--- src/cflc_pkg.sv ---
`timescale 1ns / 1ps
// ----------------------------------------------------------------------------
// cflc_pkg
// Shared sizes, types and saturating helpers for the leaf clustering core.
// ----------------------------------------------------------------------------
package cflc_pkg;

    localparam int CAPACITY = 1024;
    localparam int MAX_DIM  = 8;
    localparam int CAP_W    = $clog2(CAPACITY);
    localparam int CNT_W    = CAP_W + 1;
    localparam int DIM_W    = (MAX_DIM > 1) ? $clog2(MAX_DIM) : 1;
    localparam int ND_W     = $clog2(MAX_DIM + 1);

    localparam logic [31:0] THR_MIN    = 32'd655;
    localparam logic [31:0] THR_RESET  = 32'd65536;
    localparam logic [9:0]  MAXE_MIN   = 10'd100;
    localparam logic [9:0]  MAXE_RESET = 10'd100;
    localparam logic [3:0]  DIMS_RESET = 4'd2;

    typedef enum logic [1:0] {
        CFG_THRESHOLD   = 2'd0,
        CFG_MAX_ENTRIES = 2'd1,
        CFG_DIMS        = 2'd2
    } t_cfg_index;

    typedef logic [MAX_DIM-1:0][31:0] t_point;
    typedef logic [MAX_DIM-1:0][63:0] t_sum_row;

    typedef struct packed {
        logic [31:0]     threshold;
        logic [CNT_W-1:0] eff_max;
        logic [ND_W-1:0]  nd;
    } t_cfg;

    typedef struct packed {
        logic [CAP_W-1:0] entry_index;
        logic             absorbed;
        logic             rebuilt;
        logic [CNT_W-1:0] entry_count;
    } t_result;

    typedef enum logic [4:0] {
        ST_IDLE, ST_DRD, ST_DMUL, ST_DACC, ST_DCMP, ST_DECIDE,
        ST_URD, ST_UWR, ST_AWR, ST_CSTART, ST_CWAIT, ST_CWR,
        ST_RBCHK, ST_RBRI, ST_RBLI, ST_MRJ, ST_MLJ, ST_MRI, ST_MWI,
        ST_SHR, ST_SHW, ST_OUT
    } t_state;

    function automatic logic [31:0] sat_add32(input logic [31:0] a, input logic [31:0] b);
        logic [32:0] s;
        s = {1'b0, a} + {1'b0, b};
        return s[32] ? 32'hFFFF_FFFF : s[31:0];
    endfunction

    function automatic logic [63:0] sat_add64(input logic [63:0] a, input logic [63:0] b);
        logic [63:0] s;
        s = a + b;
        if (a[63] == b[63] && s[63] != a[63]) begin
            return a[63] ? {1'b1, 63'd0} : {1'b0, {63{1'b1}}};
        end
        return s;
    endfunction

endpackage

--- src/cflc_front.sv ---
`timescale 1ns / 1ps
// ----------------------------------------------------------------------------
// cflc_front
// Point assembler: gathers coordinates into a point and pushes whole points.
// ----------------------------------------------------------------------------
module cflc_front import cflc_pkg::*; (
    input  logic            i_clk,
    input  logic            i_rst_n,
    input  logic [ND_W-1:0] i_nd,
    input  logic            i_accept,
    input  logic [31:0]     i_coord,
    input  logic            i_last_coord,
    output logic            o_push,
    output t_point          o_point
);

    t_point     r_buf;
    t_point     n_buf;
    logic [3:0] r_cnt;

    always_comb begin
        n_buf = r_buf;
        if (int'(r_cnt) < int'(i_nd)) begin
            n_buf[r_cnt[DIM_W-1:0]] = i_coord;
        end
    end

    assign o_push  = i_accept && i_last_coord;
    assign o_point = n_buf;

    always_ff @(posedge i_clk) begin
        if (!i_rst_n) begin
            r_buf <= '0;
            r_cnt <= '0;
        end else if (i_accept) begin
            if (i_last_coord) begin
                r_buf <= '0;
                r_cnt <= '0;
            end else begin
                r_buf <= n_buf;
                if (r_cnt != 4'hF) begin
                    r_cnt <= r_cnt + 4'd1;
                end
            end
        end
    end

endmodule

--- config.mk ---
export PLATFORM = sky130hd
export DESIGN_NAME = cflc_front
export DESIGN_NICKNAME = d
export VERILOG_FILES = /design/src/cflc_pkg.sv /design/src/cflc_front.sv
export SDC_FILE = /design/constraint.sdc
export NUM_CORES = 1
export LEC_CHECK = 0
export BUFFER_PORTS_ARGS = -buffer_cell sky130_fd_sc_hd__buf_2
export CAP_MARGIN = 5
export CORE_ASPECT_RATIO = 0.6
export CORE_MARGIN = 3
export CORE_UTILIZATION = 53
export CTS_CLUSTER_DIAMETER = 150
export DETAILED_ROUTE_END_ITERATION = 16
export HOLD_SLACK_MARGIN = 0.02
export PLACE_DENSITY = 0.79
export SYNTH_ARGS = -nofsm -noshare
export SYNTH_HDL_FRONTEND = slang
export SYNTH_SLANG_ARGS = --single-unit
--- constraint.sdc ---
create_clock -name i_clk -period 2.4 [get_ports i_clk]
set_input_delay 0.12 -clock i_clk [delete_from_list [all_inputs] [get_ports i_clk]]
set_output_delay 0.12 -clock i_clk [all_outputs]
set_load 0.05 [all_outputs]
==> results of run 1 <==
==> layout make-up <==
| class | count | area, sq um |
|---|---|---|
| Inverter | 5 | 18.8 |
| Multi-Input combinational cell | 606 | 6070 |
| Tap cell | 279 | 349 |
| Sequential cell | 260 | 5210 |
| Fill cell | 1341 | 5520 |
| Clock inverter | 8 | 68.8 |
| Clock buffer | 35 | 713 |
| Timing Repair Buffer | 372 | 3180 |
==> placed cells by master (no fill, tap or decap), types with 3 or more instances in the layout <==
cell	count
buf_6	34
dlygate4sd3_1	11
clkbuf_8	5
o22ai_2	6
nor2b_1	32
clkbuf_4	3
clkbuf_16	26
mux2_4	32
a22o_1	256
buf_2	126
mux2_2	224
nand3_2	6
clkinv_2	6
buf_4	148
buf_16	3
clkbuf_1	5
nor2_2	6
dfxtp_1	257
nor2_1	3
inv_1	5
buf_8	26
nor3_2	3
buf_12	18
==> per-layer routing <==
layer / global-route usage / vias to the layer above
met3: 0.0752 / 63
met5: 0 / -
met1: 0.464 / 4916
met4: 0.0903 / 0
li1: - / 4304
met2: 0.474 / 641
==> path summary, 6_finish.rpt <==
check / startpoint / to / slack (ns) / depth (start not counted)
setup / recovery: r_cnt[1]$_SDFFE_PN0P_ / o_point[216] / -0.29 / 8
hold / removal: i_coord[19] / r_buf[115]$_SDFFE_PN0P_ / 0.02 / 2
setup reg to reg: r_cnt[1]$_SDFFE_PN0P_ / r_buf[155]$_SDFFE_PN0P_ / -0.18 / 7
hold reg to reg: r_buf[244]$_SDFFE_PN0P_ / r_buf[244]$_SDFFE_PN0P_ / 0.47 / 1
==> critical path, stage by stage, from the launching register on <==
cell,delay (ns)
dfxtp_4,0.36
ha_4,0.21
o211ai_1,0.25
or2_4,0.29
nand3_4,0.14
buf_12,0.17
buf_16,0.14
mux2_4,0.31
buf_8,0.15
==> through the flow <==
stage,hold WS [ns],utilization,cell area (sq um)
after floorplan,0.282,-,11500
after global placement,0.443,0.639,13500
after detailed placement,0.451,0.639,13500
after CTS,0.0224,0.731,15500
after global routing,0.0345,0.739,15600
final,0.0246,0.739,15600
==> power by group <==
group | total (W) | leakage [nW] | internal [W] | switching (W)
clock network | 0.00386 | 0.392 | 0.00217 | 0.00169
registers | 0.00436 | 2.10 | 0.00434 | 0.0000176
logic | 0.00118 | 4.84 | 0.000354 | 0.000826
==> registers in the layout, indices dropped and copies added, names as in the netlist <==
register / flops
r_buf: 256
r_cnt: 4
==> cell families (layout without fill, tap and decap cells) <==
| logic type | Yosys count | in the layout | synth area share |
|---|---|---|---|
| adders and majority gates | 4 | 4 | 0.00435 |
| and+or+nand+nor | 69 | 69 | 0.0355 |
| muxes | 257 | 257 | 0.252 |
| buffers and inverters | 119 | 420 | 0.0455 |
| DFF | 260 | 260 | 0.453 |
| AOI/OAI and AO/OA | 276 | 276 | 0.210 |
==> what timing repair did <==
action                                  CTS  global route
gates cloned                              6             1
endpoints found under the setup margin  264           376
hold endpoints to repair                 18             0
gates resized for setup                 262            70
pin swaps                                 4             3
hold buffers                             11             0
setup buffers                            10             0
==> impl_metrics.yaml, run 1 <==
status:
  status: "finished, violations left"
  violations: "setup timing"
sta:
  postLayoutSetupSlackWorst_ns: -0.285
  fmax_mhz: 372
  worstMarginPinSlew_ns: 1.22
  setup_viol: 376
  finalMaxSlewViolations: 0
  finalClockSkew_ns: 0.0197
  post-route-min-period_ns: 2.69
  relSlewSlack: 0.187
  setup-tns-final_ns: -67.83
  rsz0062_at_grt: "yes"
  hold_viol: 0
  post-route-period-util: 1.12
routing:
  drtAntennaViolNets: 0
  vias: 9924
  wire_per_inst_microns: 25.4
  vias_per_cell: 6.34
  top_layer_used: "met4"
  wl_met1_microns: 17500
  first_pass_iters: 6
  dr_wl_met3_microns: 3990
  dr_wl_met2_microns: 17400
  route.detailed.drc: 0
  routed_wl_microns: 39700
  drt_iter0_markers: 953
clocking:
  clk_latency_ns: 0.53
  cts_made_buffers: 24
  cts_tree: "yes"
  cts.sink_count: 260
  cts_root_buffer: "clkbuf_16"
  path_clk_slew_ns: 0.07
  cts-htree-levels: 1
  clock_tree.buffer_depth: 3
place:
  dp_slack_ns: -0.0115
  dp_cells: 1496
  port_buffers: 296
  routabilityCongestion: 0.908
  dpl.hpwl_microns: 24700
synth:
  synth.yosys.seq_area_share: 0.453
  yosys_warnings: 0
  syn-num-nets: 1029
  synth_edf_count: 0
  yosys-top-cells-area: "dfxtp_1 45%, mux2_2 25%, a22o_1 20%"
  synth.top_cell.area_share: 0.453
  synthTopCellsByCount: "260 x dfxtp_1, 256 x a22o_1, 256 x mux2_2, 61 x buf_2, 53 x clkbuf_1"
  netlist_area_sq_um: 11500
  yosys.area.top_type: "dfxtp_1"
  synth.distinct_cells: 32
  syn_avg_cell_area_sq_um: 11.7
  synth-seq-cells: 260
  synthArstFlopShare: 0
  syn_inst: 985
  synth_flop_cell: "dfxtp_1"
  synth_most_common_cell: "dfxtp_1"
worst_hold_path:
  hold_path.class: "input port to flip-flop"
critical_path:
  cp_max_fo: 8
  startpoint_type: "flip-flop"
  critPathCaptureType: "primary output"
  worstSetupPathType: "flip-flop to primary output"
  required_ns: 2.28
  cp.arrival_ns: 2.57
die:
  die_h_microns: 120
  io_pins: 297
  core_sq_um: 21100
  start_util: 0.544
  rows: 41
  die_area_sq_um: 23500
  die_x_microns: 196
cells_and_area:
  nNetsFinal: 1313
  syn2layout_area_growth_pct: 35.8
  layout.cells.non_filler: 1565
  drive_gt1_frac: 0.542
  n_antenna_cell: 0
global_routing:
  overflow: 0
  antenna_found_initial: 0
  grt_pass1_vias: 9785
  grt_max_degree: 33
  grtUsageTotal: 0.319
  grt_pass1_wl_microns: 59200
power_and_ir_drop:
  cellLeakagePower_nw: 7.33
  power.density_nw_per_um2: 602
  power_w: 0.00940
  peakVddDrop_uv: 561
run:
  max_cap_violations: 0
Note: power is estimated with default switching activity, not from simulation.
==> inputs of run 2 (changes only) <==
- PLACE_DENSITY: 0.79 -> 0.8
==> impl_metrics.yaml, run 2 (synthesis gave the netlist of run 1 again) <==
sta:
  postLayoutSetupSlackWorst_ns: -0.289
  hold_viol: 0
  worstMarginPinSlew_ns: 0.739
  finalMaxSlewViolations: 0
  fmax_mhz: 372
  post-route-period-util: 1.12
  setup_viol: 447
  relSlewSlack: 0.507
  finalClockSkew_ns: 0.0218
  post-route-min-period_ns: 2.69
  rsz0062_at_grt: "yes"
routing:
  vias_per_cell: 6.36
  drt_iter0_markers: 991
  dr_wl_met2_microns: 16200
  wire_per_inst_microns: 24.7
  wl_met1_microns: 17500
  drtAntennaViolNets: 0
  vias: 9982
  route.detailed.drc: 0
  dr_wl_met3_microns: 4060
  first_pass_iters: 5
  top_layer_used: "met4"
  routed_wl_microns: 38700
place:
  dpl.hpwl_microns: 24600
  placed_cell_area_sq_um: 13500
  dp_cells: 1496
  routabilityCongestion: 0.875
  port_buffers: 296
die:
  core_sq_um: 21100
  die_area_sq_um: 23500
  rows: 41
  start_util: 0.544
  die_h_microns: 120
  io_pins: 297
  die_x_microns: 196
critical_path:
  cp.arrival_ns: 2.57
  critPathCaptureType: "primary output"
  startpoint: "r_cnt[3]$_SDFFE_PN0P_"
  cp_max_fo: 20
  reg2reg_depth: 11
  reg2reg_from: "r_cnt[1]$_SDFFE_PN0P_"
  startpoint_type: "flip-flop"
  required_ns: 2.28
  reg2reg_setup_slack_ns: -0.12
  r2r-end: "r_buf[44]$_SDFFE_PN0P_"
  worstSetupPathType: "flip-flop to primary output"
cells_and_area:
  reg_top3: "r_buf x256, r_cnt x4"
  mostFrequentLayoutCell: "dfxtp_1"
  regArea_sq_um: 5210
  largest_register_ff_count: 256
  n_antenna_cell: 0
  nNetsFinal: 1318
  drive_gt1_frac: 0.535
  syn2layout_area_growth_pct: 33.0
  multi_input_area_sq_um: 6010
  final_util: 0.723
  nFillCells: 1424
  layout.cells.non_filler: 1570
  final_cell_mix: "258 x dfxtp_1, 256 x a22o_1, 255 x mux2_2"
  fin_area_sq_um: 15300
  top_register: "r_buf"
global_routing:
  overflow: 0
  grt_pass1_vias: 9296
  grt_pass1_wl_microns: 57000
  grt_max_degree: 40
  antenna_found_initial: 0
  grtUsageTotal: 0.304
clocking:
  cts_root_buffer: "clkbuf_16"
  path_clk_slew_ns: 0.07
  clk_latency_ns: 0.53
  cts.sink_count: 260
  clock_tree.buffer_depth: 3
  cts-htree-levels: 1
  cts_tree: "yes"
  cts_made_buffers: 24
worst_hold_path:
  hold_path.class: "input port to flip-flop"
  whs_endpoint: "r_buf[211]$_SDFFE_PN0P_"
  worstHoldStart: "i_coord[19]"
  holdPathStages: 2
status:
  status: "finished, violations left"
  violations: "setup timing"
power_and_ir_drop:
  peakVddDrop_uv: 506
  cellLeakagePower_nw: 7.16
  power.density_nw_per_um2: 629
run:
  max_cap_violations: 0
## run 2: report_power, final
part           leakage [nW]  internal, W  switching, W
combinational          4.67     0.000400      0.000849
clock                 0.393      0.00233       0.00168
sequential             2.10      0.00434     0.0000198
total                  7.16      0.00707       0.00255
## run 2: final cells by class
type	instances	area share
Sequential cell	260	0.341
Inverter	5	0.00123
Tap cell	279	0.0228
Multi-Input combinational cell	608	0.393
Timing Repair Buffer	375	0.189
Clock buffer	34	0.0424
Clock inverter	9	0.0105
## run 2: how the worst max path moves through the flow
| stage | end | depth (start not counted) |
|---|---|---|
| after floorplan | o_point[224] | 7 |
| after global placement | r_buf[135]$_SDFFE_PN0P_ | 6 |
| after detailed placement | r_buf[131]$_SDFFE_PN0P_ | 6 |
| after CTS | o_point[105] | 7 |
| after global routing | o_point[50] | 7 |
| final | o_point[50] | 7 |
## run 2: metrics by stage
step                total power [W]  hold slack (ns)  TNS [ns]  setup slack [ns]
CTS                         0.00954           0.0230    -69.00            -0.226
global route                0.00985           0.0520   -100.47            -0.336
floorplan                   0.00519            0.282         0             0.225
global placement            0.00552            0.430         0             0.127
finish                      0.00962           0.0405    -76.57            -0.289
detailed placement          0.00552            0.440         0            0.0712
## run 2: critical path: stages (launching register included)
cell,delay (ns)
dfxtp_1,0.32
ha_1,0.30
a21oi_2,0.27
buf_4,0.27
nand3_2,0.16
buf_12,0.20
mux2_2,0.29
buf_2,0.21
## run 2: repair_timing
item,in CTS,in global routing
buffers inserted,3,11
gates cloned,1,3
hold buffers,13,0
hold endpoints to repair,22,0
gates resized for setup,206,14
endpoints found under the setup margin,256,512
pin swaps,2,6
## run 2: routing by layer
layer,up-vias,GRT usage
li1,4343,-
met1,4916,0.465
met2,629,0.430
met3,94,0.0671
met4,0,0.0734
met5,-,0
==> inputs of run 3 (changes only) <==
- CORE_UTILIZATION: 53 -> 40
- PLACE_DENSITY: 0.8 -> unset
- clock period: 2.4 -> 3.18 ns (I/O delays scaled with it)
==> impl_metrics.yaml, run 3 (synthesis gave the netlist of run 1 again) <==
status:
  status: "finished, final reports clean"
power_and_ir_drop:
  peakVddDrop_uv: 362
  cellLeakagePower_nw: 6.86
  power.density_nw_per_um2: 501
place:
  dpl.hpwl_microns: 26900
  port_buffers: 296
  routabilityCongestion: 0.855
  dp_cells: 1563
routing:
  vias: 9231
  vias_per_cell: 5.72
  drt_iter0_markers: 791
  wire_per_inst_microns: 24.7
  first_pass_iters: 4
  routed_wl_microns: 39800
  route.detailed.drc: 0
  drtAntennaViolNets: 0
cells_and_area:
  mostFrequentLayoutCell: "buf_2"
  nNetsFinal: 1272
  drive_gt1_frac: 0.523
  final_cell_mix: "296 x buf_2, 258 x dfxtp_1, 256 x a22o_1, 256 x mux2_2, 32 x nor2b_1"
  nFillCells: 2417
  layout.cells.non_filler: 1613
  reg_top3: "r_buf x256, r_cnt x4"
  syn2layout_area_growth_pct: 24.4
  n_antenna_cell: 0
  top_register: "r_buf"
  largest_register_ff_count: 256
sta:
  timing.hold.ws_ns: 0.0301
  worstMarginPinSlew_ns: 1.24
  fmax_mhz: 324
  post-route-period-util: 0.972
  hold_viol: 0
  finalClockSkew_ns: 0.0102
  setup-tns-final_ns: 0
  setup_viol: 0
  finalMaxSlewViolations: 0
  post-route-min-period_ns: 3.09
  relSlewSlack: 0.172
worst_hold_path:
  hold_path.class: "input port to flip-flop"
  holdPathStages: 2
global_routing:
  grt_max_degree: 40
  overflow: 0
  grt_pass1_vias: 8911
  antenna_found_initial: 0
  grt_pass1_wl_microns: 59000
  grtUsageTotal: 0.250
clocking:
  cts.sink_count: 260
  cts_made_buffers: 25
  clock_tree.buffer_depth: 3
  cts_tree: "yes"
  cts-htree-levels: 1
  cts_root_buffer: "clkbuf_16"
  path_clk_slew_ns: 0.06
  clk_latency_ns: 0.53
critical_path:
  cp.arrival_ns: 2.93
  reg2reg_depth: 5
  cp_max_fo: 20
  worstSetupPathType: "flip-flop to primary output"
  required_ns: 3.02
  startpoint_type: "flip-flop"
  reg2reg_setup_slack_ns: 0.55
  critPathCaptureType: "primary output"
die:
  start_util: 0.412
  die_h_microns: 137
  die_x_microns: 225
  core_sq_um: 27900
  die_area_sq_um: 30900
  rows: 47
  io_pins: 297
run:
  max_cap_violations: 0
==> run 3: changes by cell type in the layout (fill, tap and decap cells not counted), sizes merged <==
cell | before | now
dlygate4sd3 | 13 | 5
clkbuf | 35 | 41
bufinv | 4 | 1
o22ai | 10 | 8
clkinv | 4 | 2
buf | 361 | 325
==> run 3: per-stage QoR <==
step	utilization	worst slack, ns	cell area (sq um)	power, W
6_report	0.512	0.0896	14300	0.00717
5_1_grt	0.512	-0.00471	14300	0.00740
4_1_cts	0.511	-0.124	14300	0.00723
3_5_place_dp	0.479	0.411	13400	0.00418
3_3_place_gp	0.479	0.474	13400	0.00418
2_1_floorplan	-	0.966	11500	0.00392
==> run 3: metal layers <==
layer	global-route usage	share of wire	vias up
li1	-	-	4240
met1	0.390	0.51	4585
met2	0.350	0.41	362
met3	0.0530	0.069	44
met4	0.0451	0.014	0
met5	0	0	-
==> run 3: worst paths after layout <==
kind	to	startpoint
max	o_point[147]	r_cnt[2]$_SDFFE_PN0P_
min	r_buf[114]$_SDFFE_PN0P_	i_coord[18]
max reg2reg	r_buf[117]$_SDFFE_PN0P_	r_cnt[2]$_SDFFE_PN0P_
min reg2reg	r_buf[64]$_SDFFE_PN0P_	r_buf[64]$_SDFFE_PN0P_
==> run 3: layout make-up <==
cell class / count / area [sq um] / area share
Multi-Input combinational cell: 606 / 5950 / 0.416
Sequential cell: 260 / 5210 / 0.364
Inverter: 5 / 18.8 / 0.00131
Tap cell: 367 / 459 / 0.0321
Clock inverter: 4 / 48.8 / 0.00341
Clock buffer: 41 / 786 / 0.0549
Timing Repair Buffer: 330 / 1840 / 0.128
==> run 3: timing repair <==
| item | 4_1_cts | 5_1_grt |
|---|---|---|
| setup buffers | 0 | 0 |
| hold buffers | 5 | 0 |
| hold endpoints to repair | 7 | 0 |
| setup endpoints to repair | 52 | 143 |
| resized for setup | 1 | 5 |
==> run 3: where the power goes <==
group	total, W	switching, W	internal (W)
Sequential	0.00329	0.0000144	0.00328
Combinational	0.000825	0.000619	0.000206
Clock	0.00306	0.00129	0.00176
==> run 3: worst max-delay path: stages, from the launching register on <==
cell and delay [ns]:
dfxtp_2 0.39, ha_1 0.30, o211ai_1 0.14, or2_2 0.46, nand3_2 0.11, buf_4 0.32
mux2_2 0.42, buf_2 0.22
